### src/sv/mwto_pkg.sv
package mwto_pkg;

	localparam int unsigned DEF_FRAME_SIZE     = 256;
	localparam int unsigned DEF_MIN_FRAME_SIZE = 64;
	localparam int unsigned DEF_MIP_LEVELS     = 4;
	localparam int unsigned DEF_MAX_HARMONICS  = 128;
	localparam int unsigned DEF_MAX_FRAMES     = 16;

	localparam int unsigned CFG_IDX_W  = 2;
	localparam int unsigned CFG_DATA_W = 32;

	localparam logic [CFG_IDX_W-1:0] CFG_PHASE_INC = 2'd0;
	localparam logic [CFG_IDX_W-1:0] CFG_MORPH_POS = 2'd1;
	localparam logic [CFG_IDX_W-1:0] CFG_FRAME_CNT = 2'd2;

	localparam logic CMD_WRITE = 1'b0;
	localparam logic CMD_TICK  = 1'b1;

	typedef struct packed {
		logic               command;
		logic [1:0]         write_level;
		logic [3:0]         write_frame;
		logic [7:0]         write_index;
		logic signed [15:0] write_value;
	} item_t;

	typedef struct packed {
		logic signed [15:0] sample_out;
		logic [1:0]         level_used;
	} result_t;

	typedef enum logic [3:0] {
		ST_IDLE,
		ST_MUL,
		ST_ADDR,
		ST_RD0,
		ST_RD1,
		ST_RD2,
		ST_RD3,
		ST_MIX_HI,
		ST_OUT,
		ST_OUT_ZERO
	} state_t;

	typedef struct packed {
		logic       wr_en;
		logic       start;
		logic       mul;
		logic       addr;
		logic       rd_en;
		logic [1:0] rd_sel;
		logic       hold_a;
		logic       mix_lo;
		logic       mix_hi;
		logic       load_out;
		logic       zero_out;
	} cmd_t;

	typedef struct packed {
		logic tick;
		logic silent;
		logic out_free;
	} stat_t;

endpackage

### src/sv/mwto_ctrl.sv
module mwto_ctrl (
	input  logic            clk,
	input  logic            arst_n,
	input  logic            item_valid,
	output logic            item_ready,
	input  mwto_pkg::stat_t stat,
	output mwto_pkg::cmd_t  cmd
);
	import mwto_pkg::*;

	state_t state_q, state_d;

	always_ff @(posedge clk or negedge arst_n) begin
		if (!arst_n) begin
			state_q <= ST_IDLE;
		end else begin
			state_q <= state_d;
		end
	end

	always_comb begin
		state_d    = state_q;
		cmd        = '0;
		item_ready = 1'b0;
		case (state_q)
			ST_IDLE: begin
				item_ready = 1'b1;
				if (item_valid) begin
					if (stat.tick) begin
						cmd.start = 1'b1;
						state_d   = stat.silent ? ST_OUT_ZERO : ST_MUL;
					end else begin
						cmd.wr_en = 1'b1;
					end
				end
			end
			ST_MUL: begin
				cmd.mul = 1'b1;
				state_d = ST_ADDR;
			end
			ST_ADDR: begin
				cmd.addr = 1'b1;
				state_d  = ST_RD0;
			end
			ST_RD0: begin
				cmd.rd_en  = 1'b1;
				cmd.rd_sel = 2'd0;
				state_d    = ST_RD1;
			end
			// read data is registered and arrives in the cycle after its address
			ST_RD1: begin
				cmd.rd_en  = 1'b1;
				cmd.rd_sel = 2'd1;
				cmd.hold_a = 1'b1;
				state_d    = ST_RD2;
			end
			ST_RD2: begin
				cmd.rd_en  = 1'b1;
				cmd.rd_sel = 2'd2;
				cmd.mix_lo = 1'b1;
				state_d    = ST_RD3;
			end
			ST_RD3: begin
				cmd.rd_en  = 1'b1;
				cmd.rd_sel = 2'd3;
				cmd.hold_a = 1'b1;
				state_d    = ST_MIX_HI;
			end
			ST_MIX_HI: begin
				cmd.mix_hi = 1'b1;
				state_d    = ST_OUT;
			end
			ST_OUT: begin
				if (stat.out_free) begin
					cmd.load_out = 1'b1;
					state_d      = ST_IDLE;
				end
			end
			ST_OUT_ZERO: begin
				if (stat.out_free) begin
					cmd.zero_out = 1'b1;
					state_d      = ST_IDLE;
				end
			end
			default: begin
				state_d = ST_IDLE;
			end
		endcase
	end

endmodule

### config.mk
export PLATFORM = sky130hd
export DESIGN_NAME = mwto_ctrl
export DESIGN_NICKNAME = d
export VERILOG_FILES = /design/src/sv/mwto_pkg.sv /design/src/sv/mwto_ctrl.sv
export SDC_FILE = /design/constraint.sdc
export NUM_CORES = 1
export LEC_CHECK = 0
export BUFFER_PORTS_ARGS = -buffer_cell sky130_fd_sc_hd__buf_2
export CAP_MARGIN = 20
export CORE_AREA = 2 2 39 41
export CTS_CLUSTER_SIZE = 10
export DETAILED_ROUTE_END_ITERATION = 10
export DIE_AREA = 0 0 41 43
export GPL_TIMING_DRIVEN = 0
export HOLD_SLACK_MARGIN = 0.03
export PLACE_DENSITY = 0.54
export SYNTH_ARGS = -nofsm -noshare
export SYNTH_HDL_FRONTEND = slang
export SYNTH_SLANG_ARGS = --single-unit
export TNS_END_PERCENT = 1
### constraint.sdc
create_clock -name clk -period 1.8 [get_ports clk]
set_clock_uncertainty 0.05 [all_clocks]
set_input_delay 0.36 -clock clk [delete_from_list [all_inputs] [get_ports clk]]
set_output_delay 0.36 -clock clk [all_outputs]
set_load 0.005 [all_outputs]
======== Word-level counts from Yosys, hierarchy flattened ========
Cells that the tools add are included.
storage, ports and cells
  flip-flop bits (word level) ............. 4
  input bits .............................. 6
  output and inout bits ................... 13
cells by class
  eq/ne operators ......................... 12
  multiplexer cells ....................... 19
  reductions and logical operators ........ 4
operator list
  operator              number
  $pmux W4 S9           1
  $eq A4 B3 Y1 const B  4
  $mux W4               4
  $pmux W3 S4           1
  $mux W1               11
  $eq A4 B2 Y1 const B  2
  $eq A4 B4 Y1 const B  2
  $eq A4 B1 Y1 const B  1
  $logic_not A4 Y1      1
  $mux W2               2
  $ne A2 B2 Y1 const B  2
  $reduce_or A2 Y1      2
  $reduce_and A3 Y1     1
  $ne A2 B1 Y1 const B  1

======== Logic depth before layout (Yosys ltp) ========
  depth in word-level cells ............... 4
  gate-level depth with buffers ........... 6
  gate-level depth less buffers ........... 5

======== Worst setup path before layout ========
OpenSTA, ideal clock, no wires.
  kind .................................... register to output
  start ................................... register state_q[3]
  end ..................................... output port cmd[11] in the netlist's numbering
  arrival time ............................ 0.948 ns
  data required time ...................... 1.390 ns
  setup slack ............................. 0.442 ns
  cell stages (with the launch flop) ...... 5
  buffers on the path ..................... 1
  cell sequence ........................... dfrtp_1 buf_4 nor2_2 nand2_4 nor3b_1
RTL lines
  what                      line             RTL
  start: declaration        mwto_ctrl.sv:11  state_t state_q, state_d;
  start signal: assignment  mwto_ctrl.sv:17  state_q <= state_d;
  end: declaration          mwto_ctrl.sv:7   output mwto_pkg::cmd_t cmd

==> metrics.csv <==
metric,value,unit
Routed Wire Length,719,microns
outcome,"complete, no violations",
biggest regs,state_q (4),
gate count of the mapped netlist,37,
"FF+latch count, synth",4,
Area Overhead vs Synth,52.2,%
Min-Delay Path Class,input port to register,
io pins,19,
CTS tree,yes,
Vias/cell,4.34,
crit start category,register,
antenna cells,0,
die width,41,microns
WP data arrival,1310,ps
met1 Usage GRT,0.132,
largest reg by FF count,state_q,
worst hold start,stat[1],
"commonest non-fill, non-tap cells in the layout","buf_2 (19), nor2_1 (6), nand2_1 (4), dfrtp_1 (4)",
critical path class,register to output pin,
final setup fails,0,
multi-input combinational cell area,200,sq um
"Seq/Total Area, Yosys",0.321,
Total GRT Usage,0.105,
R2R cell count,6,
"Clk pin slew, worst setup/hold paths",40,ps
global-route wire length before repair,1150,microns
RR Startpoint,state_q[0],
Rel. slew slack,0.840,
gpl congestion,0.657,
"top cells by area, synth","dfrtp_1 (32%), nor2_1 (7.2%), nand2b_1 (6.0%)",
fillers,156,
Synth cell types,22,
crit end category,output pin,
maximum vdd drop,0.483,mV
setup TNS,0,ps
static leakage,0.254,nW
Most Crowded Layer GR,met1,
wire length per cell,9.46,microns
Synth warnings,0,
met2 Use GR,0.122,
Max Slew Vio Count,0,
WHS,402,ps
hold path depth,3,
vias in the first global route,280,
Register Area,100,sq um
port buffer count,18,
gr ovfl total,0,
r2r setup slk,600,ps
initial antenna violation count,0,
die span in y,43,microns
top-area cell type share of the netlist area,0.321,
# H-tree levels,1,
fin crit share,0.958,
fin crit period,1720,ps
antenna-violating nets left,0,
die area,1760,sq um
post-detailed-placement half-perimeter wirelength,540,microns
Hold Path End,state_q[3],
worst slew pin tran,240,ps
average size of a mapped cell,8.42,sq um
Site Rows,14,
crit-path max FO,10,
pwr dens,1740,nW/um^2
max reg flops,4,
unrepaired setup endpoints after global routing,no,
met3 Track Usage GR,0.0471,
DRT iter0 DRCs,5,
DRC,0,
via count,330,
"area leader, netlist",dfrtp_1,
clock sinks,4,
largest net degree at the start of global routing,11,
Synth Cell Area,312,sq um
DR pass1 iterations,2,
max-cap violations,0,
synthesized net count,43,
r2r endpoint,state_q[3],
Core ar.,1380,sq um
worst skew pair latency,230,ps
CTS Buf Count,3,
Initial Util,0.225,
CTS Root Cell,clkbuf_4,
"commonest non-fill, non-tap cell in the layout",buf_2,
Post-layout nets,68,
share of cells above drive strength 1,0.550,
WP data required,1390,ps
fmax,580,MHz
Longest Clk Path Bufs,2,
Final Hold Viols,0,
## through the flow
| step | cell area, sq um | util | setup WS [ps] | cells | total power (W) |
|---|---|---|---|---|---|
| 3_3_place_gp | 422 | 0.305 | 313 | 71 | 0.000682 |
| 2_1_floorplan | 312 | - | 442 | 37 | 0.000532 |
| 3_5_place_dp | 422 | 0.305 | 303 | 71 | 0.000687 |
| 4_1_cts | 454 | 0.328 | 52.5 | 75 | 0.000804 |
| 6_report | 474 | 0.343 | 75.8 | 76 | 0.000827 |
| 5_1_grt | 474 | 0.343 | 4.47 | 76 | 0.000918 |
## layout make-up
class | instances | area share
sequential | 4 | 0.211
tap | 16 | 0.0422
clock buffer | 3 | 0.0475
buffer | 3 | 0.0422
inverter | 1 | 0.00792
multi-input combinational | 29 | 0.422
timing repair buffer | 20 | 0.227
## Yosys cell counts
cell type,number
dfrtp_1,4
a221oi_2,1
a32o_1,1
a21oi_2,1
nor4b_1,1
nand2b_1,3
buf_2,1
nor3_1,2
nor2_2,1
nor2b_1,1
nor3b_1,1
nor2_1,6
xor2_1,1
a21oi_1,1
nand2_4,1
and2_1,1
nor2_4,1
and4b_1,1
nand2_1,4
inv_2,1
buf_4,2
nor4_1,1
## worst max path at each step
| stage | end | from | slack, ps |
|---|---|---|---|
| 2_1_floorplan | cmd[11] | state_q[3] | 440 |
| 3_3_place_gp | cmd[6] | state_q[1] | 310 |
| 3_5_place_dp | cmd[6] | state_q[1] | 300 |
| 4_1_cts | cmd[6] | state_q[1] | 50 |
| 5_1_grt | cmd[6] | state_q[0] | 4 |
| 6_report | cmd[6] | state_q[0] | 80 |
## per-layer routing
layer	wire length, microns	vias up	part of all wire
li1	-	173	-
met1	315	145	0.44
met2	349	12	0.49
met3	53	0	0.074
met4	0	0	0
met5	0	-	0
## critical path, cell delays in order (launching register included)
cell,delay (ps)
dfrtp_1,340
buf_2,180
nand2b_1,170
a21oi_2,150
and2_1,130
buf_2,110
## power breakdown
group          internal, W  total (W)  switching [W]  leakage, nW
combinational     0.000261   0.000557       0.000297        0.189
sequential        0.000133   0.000162      0.0000283       0.0510
clock            0.0000744   0.000108      0.0000334       0.0138
## cells by family (layout without fill, tap and decap cells)
family                    count (synthesis)  count (layout)  share of synthesized area
DFF                                       4               4                      0.321
buffers and inverters                     4              27                     0.0763
AOI/OAI and AO/OA                         4               4                      0.124
and+or+nand+nor                          24              24                      0.450
xor gates and xnor gates                  1               1                     0.0281
## repair_timing
item	in CTS	in global routing
buffers inserted	0	1
resized for setup	0	3
hold endpoints to repair	4	0
endpoints found under the setup margin	0	2
hold buffers	1	0
Power figures use the tool's default switching activity.
